### src/abfdu_pkg.sv
`timescale 1ns / 1ps
// ----------------------------------------------------------------------------
// abfdu_pkg: shared types and constants
// Beat payloads, control groups, state codes and widths for the
// absorbing-boundary field damper.
// ----------------------------------------------------------------------------
`default_nettype none

package abfdu_pkg;

   localparam int GRID_DEFAULT = 256;
   localparam int NUM_LANES    = 6;
   localparam int NUM_SLABS    = 6;
   localparam int SLAB_IDX_W   = 3;
   localparam int CSR_IDX_W    = 3;
   localparam int CSR_W        = 9;
   localparam int COORD_W      = 8;
   localparam int CALC_W       = 14;
   localparam int DIV_W        = 21;
   localparam int QUOT_W       = 32;
   localparam int DIV_CNT_W    = 6;
   localparam int MAG_W        = 32;
   localparam int TERM_W       = 64;
   localparam int PAIR_W       = 65;
   localparam int SUM_W        = 67;
   localparam int ENERGY_W     = 63;

   localparam logic [CSR_IDX_W-1:0] CSR_DAMP_LOW_X  = 3'd0;
   localparam logic [CSR_IDX_W-1:0] CSR_DAMP_HIGH_X = 3'd1;
   localparam logic [CSR_IDX_W-1:0] CSR_DAMP_LOW_Y  = 3'd2;
   localparam logic [CSR_IDX_W-1:0] CSR_DAMP_HIGH_Y = 3'd3;
   localparam logic [CSR_IDX_W-1:0] CSR_DAMP_LOW_Z  = 3'd4;
   localparam logic [CSR_IDX_W-1:0] CSR_DAMP_HIGH_Z = 3'd5;

   localparam logic [SLAB_IDX_W-1:0] SLAB_X_LOW  = 3'd0;
   localparam logic [SLAB_IDX_W-1:0] SLAB_X_HIGH = 3'd1;
   localparam logic [SLAB_IDX_W-1:0] SLAB_Y_HIGH = 3'd2;
   localparam logic [SLAB_IDX_W-1:0] SLAB_Y_LOW  = 3'd3;
   localparam logic [SLAB_IDX_W-1:0] SLAB_Z_HIGH = 3'd4;
   localparam logic [SLAB_IDX_W-1:0] SLAB_Z_LOW  = 3'd5;
   localparam logic [SLAB_IDX_W-1:0] SLAB_END    = 3'd6;

   typedef struct packed {
      logic [COORD_W-1:0] node_x;
      logic [COORD_W-1:0] node_y;
      logic [COORD_W-1:0] node_z;
      logic signed [31:0] ex_in;
      logic signed [31:0] ey_in;
      logic signed [31:0] ez_in;
      logic signed [31:0] bx_in;
      logic signed [31:0] by_in;
      logic signed [31:0] bz_in;
      logic               clear_energy;
   } req_payload_type;

   typedef struct packed {
      logic signed [31:0]  ex_out;
      logic signed [31:0]  ey_out;
      logic signed [31:0]  ez_out;
      logic signed [31:0]  bx_out;
      logic signed [31:0]  by_out;
      logic signed [31:0]  bz_out;
      logic [ENERGY_W-1:0] energy_removed;
      logic                energy_saturated;
   } rsp_payload_type;

   typedef struct packed {
      logic load;
      logic sq_en;
      logic mul_en;
      logic upd_en;
   } lane_ctrl_type;

   typedef struct packed {
      logic clear;
      logic pair_en;
      logic sum_en;
      logic acc_en;
   } merge_ctrl_type;

   typedef enum logic [3:0] {
      ST_IDLE,
      ST_SEL,
      ST_DIV,
      ST_SQ,
      ST_MUL,
      ST_UPD,
      ST_SUM,
      ST_SUM2,
      ST_ACC,
      ST_DONE
   } state_type;

endpackage

`default_nettype wire

### src/abfdu_div.sv
`timescale 1ns / 1ps
// ----------------------------------------------------------------------------
// abfdu_div: damping factor divider
// Restoring divider, one quotient bit a cycle, for a fraction num/den
// with num below den; gives the Q0.32 quotient.
// ----------------------------------------------------------------------------
`default_nettype none

module abfdu_div (
   input  wire logic                          clock,
   input  wire logic                          reset,
   input  wire logic                          start,
   input  wire logic [abfdu_pkg::DIV_W-1:0]   num,
   input  wire logic [abfdu_pkg::DIV_W-1:0]   den,
   output logic                               busy,
   output logic [abfdu_pkg::QUOT_W-1:0]       quot
);

   logic [abfdu_pkg::DIV_CNT_W-1:0] cnt_ff, cnt_in;
   logic [abfdu_pkg::DIV_W-1:0]     rem_ff, rem_in;
   logic [abfdu_pkg::DIV_W-1:0]     den_ff, den_in;
   logic [abfdu_pkg::QUOT_W-1:0]    quot_ff, quot_in;
   logic [abfdu_pkg::DIV_W:0]       rem2;
   logic                            ge;

   always_comb begin
      rem2    = {rem_ff, 1'b0};
      ge      = rem2 >= {1'b0, den_ff};
      cnt_in  = cnt_ff;
      rem_in  = rem_ff;
      den_in  = den_ff;
      quot_in = quot_ff;
      if (start) begin
         cnt_in  = abfdu_pkg::DIV_CNT_W'(abfdu_pkg::QUOT_W);
         rem_in  = num;
         den_in  = den;
         quot_in = '0;
      end else if (cnt_ff != '0) begin
         cnt_in  = cnt_ff - 1'b1;
         rem_in  = ge ? abfdu_pkg::DIV_W'(rem2 - {1'b0, den_ff})
                      : rem2[abfdu_pkg::DIV_W-1:0];
         quot_in = {quot_ff[abfdu_pkg::QUOT_W-2:0], ge};
      end
   end

   always_ff @(posedge clock) begin
      if (reset) begin
         cnt_ff <= '0;
      end else begin
         cnt_ff <= cnt_in;
      end
      rem_ff  <= rem_in;
      den_ff  <= den_in;
      quot_ff <= quot_in;
   end

   assign busy = cnt_ff != '0;
   assign quot = quot_ff;

endmodule

`default_nettype wire

### config.mk
export PLATFORM = sky130hd
export DESIGN_NAME = abfdu_div
export DESIGN_NICKNAME = d
export VERILOG_FILES = /design/src/abfdu_pkg.sv /design/src/abfdu_div.sv
export SDC_FILE = /design/constraint.sdc
export NUM_CORES = 1
export LEC_CHECK = 0
export ABC_AREA = 0
export BUFFER_PORTS_ARGS = -buffer_cell sky130_fd_sc_hd__buf_2
export CORE_MARGIN = 5
export CORE_UTILIZATION = 55
export CTS_BUF_LIST = sky130_fd_sc_hd__clkbuf_4
export DETAILED_ROUTE_END_ITERATION = 8
export GPL_TIMING_DRIVEN = 0
export PLACE_DENSITY = 0.79
export SETUP_SLACK_MARGIN = 0.15
export SYNTH_ARGS = -nofsm -noshare
export SYNTH_HDL_FRONTEND = slang
export SYNTH_SLANG_ARGS = --single-unit
export TNS_END_PERCENT = 20
### constraint.sdc
create_clock -name clock -period 3.5 [get_ports clock]
set_input_delay 0.7 -clock clock [delete_from_list [all_inputs] [get_ports clock]]
set_output_delay 0.7 -clock clock [all_outputs]
set_load 0.02 [all_outputs]
* After elaboration in Yosys (flattened, before gate mapping)
Index checks and enable logic that the tools add are counted.
Cells by class: $add $sub $neg 2, $lt $le $gt $ge 1, muxes and demuxes 5, reductions and logical operators 3
Operators with widths (count):
- $mux 21 | 3
- $ge 22x21->1 | 1
- $sub 21x21->21 | 1
- $mux 6 | 2
- $reduce_bool 6->1 | 1
- $sub 6x1->6 const B | 1
- $reduce_bool 2->1 | 1
- $reduce_or 2->1 | 1
Storage, ports and cells: register bits 80, input port bits 45

* Depth between registers and ports, before layout
depth in word-level cells 4, depth in mapped cells 12

* Least setup slack after synthesis
No wires, ideal clock.
kind reg-to-reg, from register rem_ff[1] in the netlist's numbering, to register rem_ff[14] in the netlist's numbering, data pin, setup time 0.256 ns, arrival time 2.399 ns, required time 3.244 ns, path slack 0.846 ns, cell stages (with the launch flop) 10, path buffers 0, clock period less this slack 2.654 ns, path through edfxtp_1 > ha_1 > nor2b_1 > o31a_1 > o31ai_4 > a21oi_2 > a21o_1 > a21o_1 > or4b_1 > and4_1
Between the ends: cells in the longest elaborated chain, start to end 4, elaborated cells between the ends (all ways) 5, those cells by class add/sub: 1; order compare: 1; mux: 3
Ends and longest elaborated chain:
- start: declaration | RTL line abfdu_div.sv:20 | logic [abfdu_pkg::DIV_W-1:0] rem_ff, rem_in;
- start signal: assignment | RTL line abfdu_div.sv:52 | rem_ff <= rem_in;
- $sub 21x21->21 / $ge 22x21->1 (equally long branches) | RTL line abfdu_div.sv:40, abfdu_div.sv:28
- $mux 21 (*) | RTL line abfdu_div.sv:40 | rem_in = ge ? abfdu_pkg::DIV_W'(rem2 - {1'b0, den_ff})
- $mux 21 (*) | RTL line abfdu_div.sv:38 | end else if (cnt_ff != '0) begin
- $mux 21 (*) | RTL line abfdu_div.sv:33 | if (start) begin
- net rem_in (one bit) | RTL line abfdu_div.sv:20
Mark *: on every way through the listed nets, which the timed path passes. The rest lies on a longest branch. The select of a mux whose other input is x is not followed. A chain may end at the register's enable or synchronous reset.

* Worst setup path after layout
from input port start, to register rem_ff[13] in the netlist's numbering, enable pin
Between the ends: cells in the longest elaborated chain, start to end 1
Ends and longest elaborated chain:
- start: declaration | RTL line abfdu_div.sv:12 | input wire logic start,
- $reduce_bool 2->1 (no line)
Every way passes these cells.

==> metrics.csv <==
stage,metric,value,unit
synthesis,xor/xnor share of the synthesized area,4.01,%
synthesis,largest cells by area after synthesis,"sky130_fd_sc_hd__edfxtp_1, sky130_fd_sc_hd__dfxtp_1, sky130_fd_sc_hd__a21oi_1",
floorplan,area of the core region,7290,um^2
global_route,GRT overflow,0,
timing,post-layout min period,3.18,ns
synthesis,portion of synthesized cell area occupied by the leading cell type,30.4,%
timing,final max-slew violation count,0,
layout,Layout area overhead,15.8,%
floorplan,initial standard-cell utilization of the core,56.9,%
worst_hold_path,worst min path class,input pin to flop,
synthesis,post-synth design cell area,4150,um^2
status,result of the run,"finished, final reports clean",
placed_design,Post-Place Cells,615,
synthesis,compound-gate portion of the synthesized area,16.8,%
synthesis,count of cell types in the netlist,49,
layout,Final nets,595,
global_route,wire length of the first global-routing pass,15500,um
timing,clock skew,0.0105,ns
floorplan,die area,9380,um^2
power,static leakage,2.07,nW
timing,fraction of the cycle the final worst path needs,90.9,%
synthesis,instance count of the mapped netlist,439,
floorplan,num ports,78,
clock_network,Root Driver,sky130_fd_sc_hd__clkbuf_4,
global_route,vias in the first global route,3424,
floorplan,die outline width,96.9,um
floorplan,Vert. Die Dim,96.9,um
clock_network,clock network latency to the later pin of the worst-skew pair,0.42,ns
synthesis,multiplexer share of the synthesized area,3.41,%
setup_path,maximum fanout encountered on the critical timing path,22,
timing,worst-margin pin slew,0.978,ns
timing,smallest hold slack,0.442,ns
clock_network,Longest Clk Path Bufs,2,
synthesis,"post-synthesis share of cell area spent on and, or, nand and nor gates",15.5,%
timing,final-report hold violation count,0,
clock_network,number of clock sinks,80,
route,Antenna Violating Nets Remaining,0,
placed_design,number of port buffers,77,
setup_path,most frequent CP cell,sky130_fd_sc_hd__clkbuf_1,
timing,setup TNS after final layout,0,ns
synthesis,share of synthesized flip-flops with an asynchronous set or reset,0,%
global_route,antenna violations before repair,0,
layout,final cell count without fillers,631,
floorplan,number of placement rows,31,
synthesis,leading area contributor after synthesis,sky130_fd_sc_hd__edfxtp_1,
synthesis,synthesized area per cell,9.45,um^2
power,cell area power density,765,nW/um^2
synthesis,most frequent cell after synthesis,sky130_fd_sc_hd__nand2_1,
route,DRT Pass-1 Iters,5,
route,via/cell ratio,5.50,
synthesis,main combinational cell family by area after synthesis,compound AO/OA/AOI/OAI gates,
setup_path,Setup crit start kind,input pin,
layout,number of inserted diodes,0,
route,average detailed-routed wire length per instance,14.8,um
synthesis,portion of the post-synthesis area used by sequential elements,48.7,%
timing,setup repair after global routing missed its margin,false,
clock_network,total setup buffers inserted after CTS,0,
clock_network,CTS Hold Buffers Added,0,
setup_path,cell at the slowest stage of the critical path,sky130_fd_sc_hd__nand2_1,
route,overall via count from detail_route,3472,
global_route,Overall Global Routing Usage,19.8,%
layout,share of final-layout standard cells stronger than drive strength 1,19.2,%
synthesis,Synth Net Count,507,
power,highest ir drop seen on vdd,0.000387,V
global_route,pin count of the biggest net entering global routing,23,
synthesis,Seq cells post-synth,80,
clock_network,clock-pin transition on the worst setup and hold timing paths,0.14,ns
route,number of violations reported at the end of detailed-routing iteration 0,203,
clock_network,Resized cells post-CTS,0,
route,final wirelength,9340,um
setup_path,crit path cell chain,buf_2 -> clkbuf_1 -> inv_1 -> clkbuf_1 -> clkbuf_1 -> nand2_1,
clock_network,TritonCTS buffer count,9,
setup_path,worst setup path class,input pin to flop,
timing,max frequency,0.314,GHz
layout,fraction of the core area covered by cells at the end of the flow,65.9,%
route,remaining design rule violation count,0,
synthesis,adder-cell share of the synthesized area,7.12,%
timing,total setup violations reported at the end of the flow,0,
job,max-cap violation count,0,
synthesis,ys flop type,sky130_fd_sc_hd__edfxtp_1,
synthesis,number of synthesized flops with an enable pin,42,
synthesis,cell types with the highest counts after synthesis,"sky130_fd_sc_hd__nand2_1, sky130_fd_sc_hd__a21oi_1, sky130_fd_sc_hd__edfxtp_1, sky130_fd_sc_hd__dfxtp_1, sky130_fd_sc_hd__inv_1",
setup_path,"Largest stage delay, worst path",0.74,ns
timing,Worst slew margin,34.7,%
clock_network,deepest level of the CTS H-tree,3,
setup_path,Worst Setup End Kind,flop,
clock_network,clock tree from TritonCTS,built,
layout,Fill cells,632,
setup_path,Worst EP arrival,3.13,ns
setup_path,required arrival time at the worst endpoint,3.45,ns
placed_design,RD Place Congestion,0.921,
placed_design,placed wire-length estimate,6830,um
synthesis,total of warnings raised by yosys,0,
## cells in the final DEF, fill, tap and decap left out, drive strengths merged, types with 7 or more instances in the layout
master / count
a21o: 10
nor3: 7
ha: 22
mux2i: 13
buf: 79
nor2: 28
xnor2: 13
o21ai: 13
a21oi: 62
clkbuf: 24
edfxtp: 42
nand2: 74
inv: 33
dfxtp: 38
## flip-flops by register name, summed over array words and instances, names as in the netlist
name and flops:
quot 32, den_ff 21, rem_ff 21, cnt_ff 6
## report_power, final
group          internal, mW  switching (mW)
logic                 0.763            1.04
registers              1.21          0.0885
clock network         0.226           0.347
## area by class of cell
class	count	area, um^2	share of cell area [%]
buffer	17	71.3	1.48
clock buffer	9	67.6	1.41
sequential	80	2020	42.1
multi-input combinational	312	1940	40.5
inverter	30	113	2.34
tap	99	124	2.58
timing repair buffer	77	385	8.02
clock inverter	7	77.6	1.62
## critical path: cells and delay by family
family,cells,cell delay [ns]
simple gates,1,0.74
buf+inv,5,1.67
## through the flow
step	total power, mW	worst slack [ns]	cell area (um^2)
after global placement	3.03	-0.0916	4660
after detailed placement	3.09	-0.156	4660
after CTS	3.67	0.313	4800
after global routing	3.95	0.150	4800
after floorplan	2.71	0.846	4150
final	3.67	0.319	4800
## cell families after synthesis
family | after synthesis
muxes | 14
xor gates and xnor gates | 19
and+or+nand+nor | 142
buffers and inverters | 47
AOI/OAI and AO/OA | 114
DFF | 80
adders and majority gates | 23
## per-layer routing
layer	up-vias	wire length (um)	GRT usage [%]	part of all wire (%)
met4	0	92	6.16	0.98
met3	10	512	5.40	5.5
met2	88	4540	32.7	49
li1	1730	-	-	-
met5	-	0	0	0
met1	1644	4190	25.4	45
## worst paths after layout
kind,startpoint,end,slack [ns],cells after the start
worst max-delay path,start,rem_ff[13],0.32,6
worst min-delay path,den[19],den_ff[19],0.44,1
worst max register to register,den_ff[0],rem_ff[14],0.43,9
worst min register to register,quot[26],quot[26],0.48,2
Power figures use the tool's default switching activity.
