[config.mk]
export PLATFORM = sky130hd
export DESIGN_NAME = abfdu_merge
export DESIGN_NICKNAME = d
export VERILOG_FILES = /design/src/abfdu_pkg.sv /design/src/abfdu_merge.sv
export SDC_FILE = /design/constraint.sdc
export NUM_CORES = 1
export LEC_CHECK = 0
export BUFFER_PORTS_ARGS = -buffer_cell sky130_fd_sc_hd__buf_2
export CAP_MARGIN = 20
export CORE_MARGIN = 1
export CORE_UTILIZATION = 53
export CTS_BUF_LIST = sky130_fd_sc_hd__clkbuf_8
export DETAILED_ROUTE_END_ITERATION = 10
export GPL_ROUTABILITY_DRIVEN = 1
export PLACE_DENSITY = 0.83
export SYNTH_ARGS = -nofsm -noshare
export SYNTH_HDL_FRONTEND = slang
export SYNTH_SLANG_ARGS = --single-unit
[constraint.sdc]
create_clock -name clock -period 3.8 [get_ports clock]
set_input_delay 0.38 -clock clock [delete_from_list [all_inputs] [get_ports clock]]
set_output_delay 0.38 -clock clock [all_outputs]
set_load 0.01 [all_outputs]
[src/abfdu_pkg.sv]
`timescale 1ns / 1ps
// ----------------------------------------------------------------------------
// abfdu_pkg: shared types and constants
// Beat payloads, control groups, state codes and widths for the
// absorbing-boundary field damper.
// ----------------------------------------------------------------------------
`default_nettype none

package abfdu_pkg;

   localparam int GRID_DEFAULT = 256;
   localparam int NUM_LANES    = 6;
   localparam int NUM_SLABS    = 6;
   localparam int SLAB_IDX_W   = 3;
   localparam int CSR_IDX_W    = 3;
   localparam int CSR_W        = 9;
   localparam int COORD_W      = 8;
   localparam int CALC_W       = 14;
   localparam int DIV_W        = 21;
   localparam int QUOT_W       = 32;
   localparam int DIV_CNT_W    = 6;
   localparam int MAG_W        = 32;
   localparam int TERM_W       = 64;
   localparam int PAIR_W       = 65;
   localparam int SUM_W        = 67;
   localparam int ENERGY_W     = 63;

   localparam logic [CSR_IDX_W-1:0] CSR_DAMP_LOW_X  = 3'd0;
   localparam logic [CSR_IDX_W-1:0] CSR_DAMP_HIGH_X = 3'd1;
   localparam logic [CSR_IDX_W-1:0] CSR_DAMP_LOW_Y  = 3'd2;
   localparam logic [CSR_IDX_W-1:0] CSR_DAMP_HIGH_Y = 3'd3;
   localparam logic [CSR_IDX_W-1:0] CSR_DAMP_LOW_Z  = 3'd4;
   localparam logic [CSR_IDX_W-1:0] CSR_DAMP_HIGH_Z = 3'd5;

   localparam logic [SLAB_IDX_W-1:0] SLAB_X_LOW  = 3'd0;
   localparam logic [SLAB_IDX_W-1:0] SLAB_X_HIGH = 3'd1;
   localparam logic [SLAB_IDX_W-1:0] SLAB_Y_HIGH = 3'd2;
   localparam logic [SLAB_IDX_W-1:0] SLAB_Y_LOW  = 3'd3;
   localparam logic [SLAB_IDX_W-1:0] SLAB_Z_HIGH = 3'd4;
   localparam logic [SLAB_IDX_W-1:0] SLAB_Z_LOW  = 3'd5;
   localparam logic [SLAB_IDX_W-1:0] SLAB_END    = 3'd6;

   typedef struct packed {
      logic [COORD_W-1:0] node_x;
      logic [COORD_W-1:0] node_y;
      logic [COORD_W-1:0] node_z;
      logic signed [31:0] ex_in;
      logic signed [31:0] ey_in;
      logic signed [31:0] ez_in;
      logic signed [31:0] bx_in;
      logic signed [31:0] by_in;
      logic signed [31:0] bz_in;
      logic               clear_energy;
   } req_payload_type;

   typedef struct packed {
      logic signed [31:0]  ex_out;
      logic signed [31:0]  ey_out;
      logic signed [31:0]  ez_out;
      logic signed [31:0]  bx_out;
      logic signed [31:0]  by_out;
      logic signed [31:0]  bz_out;
      logic [ENERGY_W-1:0] energy_removed;
      logic                energy_saturated;
   } rsp_payload_type;

   typedef struct packed {
      logic load;
      logic sq_en;
      logic mul_en;
      logic upd_en;
   } lane_ctrl_type;

   typedef struct packed {
      logic clear;
      logic pair_en;
      logic sum_en;
      logic acc_en;
   } merge_ctrl_type;

   typedef enum logic [3:0] {
      ST_IDLE,
      ST_SEL,
      ST_DIV,
      ST_SQ,
      ST_MUL,
      ST_UPD,
      ST_SUM,
      ST_SUM2,
      ST_ACC,
      ST_DONE
   } state_type;

endpackage

`default_nettype wire

[src/abfdu_merge.sv]
`timescale 1ns / 1ps
// ----------------------------------------------------------------------------
// abfdu_merge: energy merge
// Sums the lane energy terms over a registered tree and adds them to the
// saturating energy total.
// ----------------------------------------------------------------------------
`default_nettype none

module abfdu_merge (
   input  wire logic                          clock,
   input  wire logic                          reset,
   input  wire abfdu_pkg::merge_ctrl_type     ctrl,
   input  wire logic [abfdu_pkg::TERM_W-1:0]  terms [abfdu_pkg::NUM_LANES],
   output logic [abfdu_pkg::ENERGY_W-1:0]     total,
   output logic                               overflow
);

   localparam logic [abfdu_pkg::SUM_W-1:0] ENERGY_MAX =
      abfdu_pkg::SUM_W'({abfdu_pkg::ENERGY_W{1'b1}});

   logic [abfdu_pkg::PAIR_W-1:0]   pair_ff [3];
   logic [abfdu_pkg::SUM_W-1:0]    sum_ff;
   logic [abfdu_pkg::ENERGY_W-1:0] total_ff, total_in;
   logic                           ovf_ff, ovf_in;
   logic [abfdu_pkg::SUM_W-1:0]    acc;

   always_comb begin
      acc      = sum_ff + abfdu_pkg::SUM_W'(total_ff);
      total_in = total_ff;
      ovf_in   = ovf_ff;
      if (ctrl.clear) begin
         total_in = '0;
         ovf_in   = 1'b0;
      end else if (ctrl.acc_en) begin
         if (acc > ENERGY_MAX) begin
            total_in = ENERGY_MAX[abfdu_pkg::ENERGY_W-1:0];
            ovf_in   = 1'b1;
         end else begin
            total_in = acc[abfdu_pkg::ENERGY_W-1:0];
         end
      end
   end

   always_ff @(posedge clock) begin
      if (reset) begin
         total_ff <= '0;
         ovf_ff   <= 1'b0;
      end else begin
         total_ff <= total_in;
         ovf_ff   <= ovf_in;
      end
      if (ctrl.pair_en) begin
         for (int i = 0; i < 3; i++) begin
            pair_ff[i] <= abfdu_pkg::PAIR_W'(terms[2*i]) +
                          abfdu_pkg::PAIR_W'(terms[2*i+1]);
         end
      end
      if (ctrl.sum_en) begin
         sum_ff <= abfdu_pkg::SUM_W'(pair_ff[0]) + abfdu_pkg::SUM_W'(pair_ff[1]) +
                   abfdu_pkg::SUM_W'(pair_ff[2]);
      end
   end

   assign total    = total_ff;
   assign overflow = ovf_ff;

endmodule

`default_nettype wire

### After elaboration in Yosys (flattened, before gate mapping)

Memories as Yosys holds them, arrays and structs flattened.
Cells that the tools add are included.

* memories: 1
* memory bits (writable): 195
* flip-flop bits (word level): 131

Memory list
* pair_ff: depth 3, width 65, read ports 3, clocked after memory_dff 0, write ports 3, RTL line abfdu_merge.sv:21 `logic [abfdu_pkg::PAIR_W-1:0] pair_ff [3];`

* add/sub/neg operators: 6
* reductions and logical operators: 2
* order comparisons: 1
* mux-type cells: 3

Operators with widths (count)
* adder 64 x 64 -> 65 bit: 3
* adder 66 x 65 -> 67 bit: 1
* adder 67 x 63 -> 67 bit: 1
* > comparator 67 x 63 -> 1 bit, second input constant: 1
* adder 65 x 65 -> 66 bit: 1
* 2-to-1 mux 63 bit: 1
* 2-to-1 mux 1 bit: 2
* AND reduction 2 bit: 1
* OR reduction 2 bit: 1

### Logic depth before layout (Yosys ltp)

Gate-level depths: netlist of the first run.

* word-level depth: 3
* gate-level depth with buffers: 17
* mapped depth without buffers: 17

### Least setup slack after synthesis of the first run

No wires, ideal clock.

* kind: register to register
* from: memory pair_ff[0][1] in the netlist's numbering
* to: register sum_ff[63] in the netlist's numbering (data pin)
* data arrival time: 3727 ps
* clock period less this slack: 3988 ps
* path buffers: 0
* stages on the path, launching flop included: 16
* data required time: 3540 ps
* path slack: -188 ps
* cell sequence: edfxtp_1 -> fa_1 -> ha_1 -> inv_1 -> fa_1 -> nor2b_1 -> o21ai_0 -> a211oi_1 -> o31ai_1 -> a31o_2 -> o311a_1 -> nor2_1 -> a41oi_1 -> o31ai_2 -> a41oi_1 -> xnor2_1

RTL lines
* from (decl): RTL line abfdu_merge.sv:21
* to (signal assigned): RTL line abfdu_merge.sv:59 `sum_ff <= abfdu_pkg::SUM_W'(pair_ff[0]) + abfdu_pkg::SUM_W'(pair_ff[1]) +`
* to (decl): RTL line abfdu_merge.sv:22 `logic [abfdu_pkg::SUM_W-1:0] sum_ff;`

==> metrics.yaml, run 1 <==
status: "finished with violations"
violations: "negative setup slack"
gp_congestion: 1.00
drc_errors: 0
initial_core_util: 0.539
final_util: 0.650
dieArea_mm2: 0.0559
die_w_um: 236
multiInputGateArea_mm2: 0.0197
rrSetupSlack_ps: -210
final_area_mm2: 0.0351
firstDrtPassIters: 7
synthTopCellsByCount: "a21oi_1, ha_1, edfxtp_1"
synthTopCellsByArea: "edfxtp_1, ha_1, a21oi_1"
cts_buffer_depth: 3
muxShareOfSynthArea: 0.000472
async_flop_share: 0
p_comb_frac: 0.578
hold_viol_final: 0
p_sw_frac: 0.421
place_area_mm2: 0.0332
skew_ps: 40.1
critical_path.max_fanout: 2
p_per_area_mw_per_mm2: 612
fin_crit_ps: 4010
path_clk_slew_ps: 60
nets: 4509
drtAntennaViolNets: 0
clk_latency_ps: 670
hold_class: "in -> reg"
dieHeight_um: 236
numClockSinks: 326
fin_ws_ps: -211
switchingPower_mw: 9.05
synth_compound_area_frac: 0.263
leakagePower_nw: 15.9
internal_power_mw: 12.4
worstSetupEndpointType: "register"
cts_buffers: 56
endpoint: "sum_ff[51]$_DFFE_PP_"
drv_cap: 0
io_buffers: 453
pin_count: 454
finalSetupViolations: 10
yosys.area_share.adder: 0.185
rows: 85
regArea_mm2: 0.00915
dp.cells: 4348
power_frac_clock: 0.157
yosysWarnings: 0
drt-wirelength-per-cell_um: 20.2
clockRootBuffer: "clkbuf_8"
ff2ff_path_depth: 16
synth_top_area_frac: 0.270
grt_setup_unrepaired: "true"
cts_htree_levels: 2
core_area_mm2: 0.0540
stdcell_count: 4476
arrival_ps: 4390
crit_type: "reg -> reg"
postRouteWirelength_mm: 90.4
fillers: 4426
dp_slack_ps: -297
synth_top_family_by_area: "compound AO/OA/AOI/OAI gates"
synth_most_common_cell: "a21oi_1"
viasPerCell: 6.11
drive_gt1_frac: 0.222
ys_types: 91
syn_avg_cell_area_um2: 9.28
grt_antenna_before_repair: 5
grt_pass1_vias: 25800
slew_headroom: 0.513
timing.rr.end: "sum_ff[51]$_DFFE_PP_"
synthSimpleGateAreaFrac: 0.121
worstSetupStartpoint: "pair_ff[0][131]$_DFFE_PP_"
startpoint_type: "register"
syn_area_mm2: 0.0291
dp_hpwl_mm: 72.0
yosysTopAreaCell: "edfxtp_1"
grt_max_degree: 128
slew_viol_final: 0
drtIter0Drc: 2535
synthCells: 3140
finalSetupTns_ps: -974
grt_pass1_wl_mm: 139
grt_usage: 0.310
worstMarginPinSlew_ps: 723
cts_tree: "built"
synth_nets: 3919
holdPathStages: 1
ir_worst_vdd_mv: 0.319
synth_flop_cell: "edfxtp_1"
syn_to_final_growth_pct: 20.4
synth_xor_area_frac: 0.0893
seqPwrFrac: 0.265
fmax_ghz: 0.249
vias: 27400
overflow: 0
rr_startpoint: "pair_ff[0][131]$_DFFE_PP_"
ys_seq_area_frac: 0.314
synth_seq_cells: 326
cp.required_ps: 4180
finalCritPeriodShare: 1.06
synth-edff-count: 262
state kept, by name (all words and copies together), names as in the netlist:
signal    cells
sum_ff       67
pair_ff     195
overflow      1
total        63
power groups by stage:
stage,combinational (mW),clock (mW),sequential (mW)
after floorplan,7.82,0,5.48
after global placement,10.9,0,5.72
after detailed placement,11.1,0,5.74
after CTS,11.5,3.41,5.67
after global routing,13.6,3.57,5.74
final,12.4,3.37,5.69
cell type report:
| class | count | share of cell area |
|---|---|---|
| Sequential cell | 326 | 0.261 |
| Timing Repair Buffer | 649 | 0.110 |
| Clock inverter | 42 | 0.00945 |
| Tap cell | 696 | 0.0248 |
| Antenna cell | 5 | 0.000356 |
| Clock buffer | 61 | 0.0239 |
| Multi-Input combinational cell | 2606 | 0.561 |
| Inverter | 91 | 0.00973 |
cell families after synthesis:
logic type,after synthesis
buffers and inverters,208
xor gates and xnor gates,297
and+or+nand+nor,721
AOI/OAI and AO/OA,1198
adders and majority gates,389
muxes,1
DFF,326
cells in the final DEF, fill, tap and decap left out, types with 9 or more instances in the layout:
| master | synthesis | layout |
|---|---|---|
| fa_1 | 70 | 67 |
| a221o_1 | 10 | 10 |
| or3_1 | 9 | 9 |
| clkbuf_8 | 0 | 61 |
| a21oi_1 | 352 | 350 |
| buf_6 | 0 | 10 |
| o31ai_1 | 14 | 12 |
| o211ai_1 | 14 | 14 |
| nor2_1 | 167 | 164 |
| nand3_1 | 70 | 67 |
| and3_1 | 49 | 48 |
| a211oi_1 | 25 | 22 |
| o21bai_1 | 51 | 49 |
| ha_1 | 319 | 310 |
| buf_4 | 7 | 178 |
| nand2b_1 | 40 | 40 |
| nand4_1 | 48 | 48 |
| o21ai_1 | 17 | 15 |
| xnor2_1 | 182 | 180 |
| edfxtp_1 | 262 | 262 |
| and2_1 | 17 | 16 |
| inv_1 | 91 | 107 |
| a31o_2 | 11 | 9 |
| a31oi_1 | 104 | 100 |
| buf_2 | 5 | 450 |
| xor2_1 | 115 | 115 |
| nor3_1 | 25 | 23 |
| o21a_1 | 30 | 30 |
| a21o_1 | 204 | 204 |
| nand2_1 | 215 | 214 |
| dfxtp_1 | 64 | 64 |
| nor2b_1 | 36 | 34 |
| a211o_1 | 10 | 10 |
| o21ai_0 | 238 | 233 |
| and4_1 | 10 | 9 |
how the worst min path moves through the flow:
| stage | startpoint | end | slack, ps |
|---|---|---|---|
| 2_1_floorplan | reset | overflow$_SDFFE_PP0P_ | 460 |
| 6_report | ctrl[2] | pair_ff[0][124]$_DFFE_PP_ | 40 |
| 3_5_place_dp | overflow$_SDFFE_PP0P_ | overflow$_SDFFE_PP0P_ | 510 |
| 3_3_place_gp | overflow$_SDFFE_PP0P_ | overflow$_SDFFE_PP0P_ | 500 |
| 4_1_cts | ctrl[2] | pair_ff[0][123]$_DFFE_PP_ | 10 |
| 5_1_grt | ctrl[2] | pair_ff[0][124]$_DFFE_PP_ | 30 |
critical path, stage by stage (launching register included):
cell and delay, ps:
edfxtp_1 400, fa_1 580, ha_2 210, inv_2 40
fa_2 350, nor2b_2 140, o21ai_2 90, a211oi_2 260
o31ai_2 120, a31o_2 270, o311a_1 330, nor2_4 150
a41oi_4 160, buf_6 190, o21bai_4 150, a31oi_2 120
xnor2_1 160
metal layers:
layer  track usage  vias to the layer above  wire (um)
met1         0.436                    12900      39100
li1              -                    13000          -
met2         0.497                     1266      40800
met5             0                        -         13
met3        0.0456                      189       7610
met4        0.0870                        2       2860
what timing repair did:
| item | in CTS | in global routing |
|---|---|---|
| endpoints found under the hold margin | 4 | 0 |
| setup buffers | 9 | 6 |
| hold buffers | 6 | 0 |
| pin swaps | 32 | 37 |
| cloned | 0 | 1 |
| setup endpoints to repair | 83 | 104 |
| gates resized for setup | 29 | 72 |
through the flow:
step | hold slack, ps | total power, mW
floorplan | 457 | 13.3
global placement | 500 | 16.6
detailed placement | 507 | 16.9
CTS | 10.2 | 20.6
global route | 26.9 | 22.9
finish | 42.8 | 21.5
Note: power is estimated with default switching activity, not from simulation.
==> run 2: changes to the inputs <==
HOLD_SLACK_MARGIN = 0.08   (was default)
==> metrics.yaml, run 2 (synthesis results as in run 1) <==
grt_usage: 0.310
nets: 4510
cts_buffers: 56
drc_errors: 0
cp_cell_sequence: "fa_1 -> ha_2 -> inv_2 -> fa_2 -> nor2b_2 -> o21ai_2 -> a211oi_2 -> o31ai_2 -> a31o_2 -> o311a_1 -> nor2_4 -> a41oi_4 -> buf_6 -> o21bai_4 -> a31oi_2 -> xnor2_1"
numClockSinks: 326
slew_viol_final: 0
worstMarginPinSlew_ps: 753
overflow: 0
violations: "negative setup slack"
place_area_mm2: 0.0332
drt-wirelength-per-cell_um: 20.2
slew_headroom: 0.498
drtIter0Drc: 2495
drtAntennaViolNets: 0
cp_slowest_stage_delay_ps: 580
layout_commonest_cell: "buf_2"
ir_worst_vdd_mv: 0.316
top_register: "pair_ff"
dp.cells: 4348
die_w_um: 236
worstSetupEndpointType: "register"
rows: 85
finalSetupViolations: 11
finalSetupTns_ps: -939
grt_pass1_wl_mm: 139
arrival_ps: 4390
finalCritPeriodShare: 1.05
io_buffers: 453
syn_to_final_growth_pct: 20.5
dp_hpwl_mm: 72.0
viasPerCell: 6.12
cts_tree: "built"
clk_latency_ps: 670
p_per_area_mw_per_mm2: 611
initial_core_util: 0.539
fin_ws_ps: -203
skew_ps: 43.1
drv_cap: 0
wl_met3_mm: 7.66
leakagePower_nw: 15.9
met2_length_mm: 40.8
top_layer_used: "met5"
critical_path.max_fanout: 2
fmax_ghz: 0.250
grt_pass1_vias: 25800
gp_congestion: 1.00
slowest_stage: "fa_1"
hold_viol_final: 0
drive_gt1_frac: 0.222
fin_crit_ps: 4000
crit_type: "reg -> reg"
postRouteWirelength_mm: 90.3
core_area_mm2: 0.0540
dieArea_mm2: 0.0559
cts_buffer_depth: 3
firstDrtPassIters: 6
cp.required_ps: 4180
stdcell_count: 4477
final_area_mm2: 0.0351
vias: 27400
largest_reg_flops: 195
startpoint_type: "register"
grt_setup_unrepaired: "true"
pin_count: 454
mostFrequentLayoutCells: "buf_2, a21oi_1, ha_1, edfxtp_1, o21ai_0"
path_clk_slew_ps: 60
grt_antenna_before_repair: 5
wl_met1_mm: 39.0
status: "finished with violations"
hold_class: "in -> reg"
dieHeight_um: 236
grt_max_degree: 128
cts_htree_levels: 2
clockRootBuffer: "clkbuf_8"
-- run 2: report_power, final --
| part | internal, mW | switching [mW] |
|---|---|---|
| clock network | 1.83 | 1.53 |
| registers | 5.14 | 0.545 |
| logic | 5.45 | 6.96 |
-- run 2: repair_timing --
action	in CTS	in global routing
hold buffers	7	0
pin swaps	32	37
setup buffers	9	6
endpoints found under the hold margin	16	0
gates resized for setup	29	72
endpoints found under the setup margin	83	104
gates cloned	0	1
-- run 2: path summary, 6_finish.rpt --
check	startpoint	end	slack, ps	depth (start not counted)
worst max-delay path	pair_ff[0][131]$_DFFE_PP_	sum_ff[51]$_DFFE_PP_	-200	16
worst min register to register	overflow$_SDFFE_PP0P_	overflow$_SDFFE_PP0P_	530	2
worst max register to register	pair_ff[0][131]$_DFFE_PP_	sum_ff[51]$_DFFE_PP_	-200	16
worst min-delay path	terms[255]	pair_ff[0][129]$_DFFE_PP_	130	3
-- run 2: area by class of cell --
class / instances / area, um^2
Multi-Input combinational cell: 2606 / 19700
Fill cell: 4425 / 18900
Sequential cell: 326 / 9150
Timing Repair Buffer: 650 / 3880
Tap cell: 696 / 871
Clock buffer: 61 / 840
Inverter: 91 / 342
Clock inverter: 42 / 332
Antenna cell: 5 / 12.5
-- run 2: layer usage --
layer  vias up  GRT usage
met4         2     0.0870
met1     12800      0.436
met2      1303      0.497
li1      13000          -
met5         -          0
met3       205     0.0456
-- run 2: critical path, delay by kind of cell (launching register included) --
kind | cells | cell delay, ps
xor gates and xnor gates | 1 | 150
DFF | 1 | 400
buffers and inverters | 2 | 230
and+or+nand+nor | 2 | 290
AOI/OAI and AO/OA | 8 | 1490
adders and majority gates | 3 | 1140
-- run 2: stage by stage --
step	hold WS, ps	worst slack [ps]	utilization	power [mW]
2_1_floorplan	457	36.6	-	13.3
3_3_place_gp	500	-218	0.614	16.6
3_5_place_dp	507	-297	0.614	16.9
4_1_cts	91.2	-165	0.641	20.6
5_1_grt	110	-352	0.650	22.9
6_report	132	-203	0.650	21.5
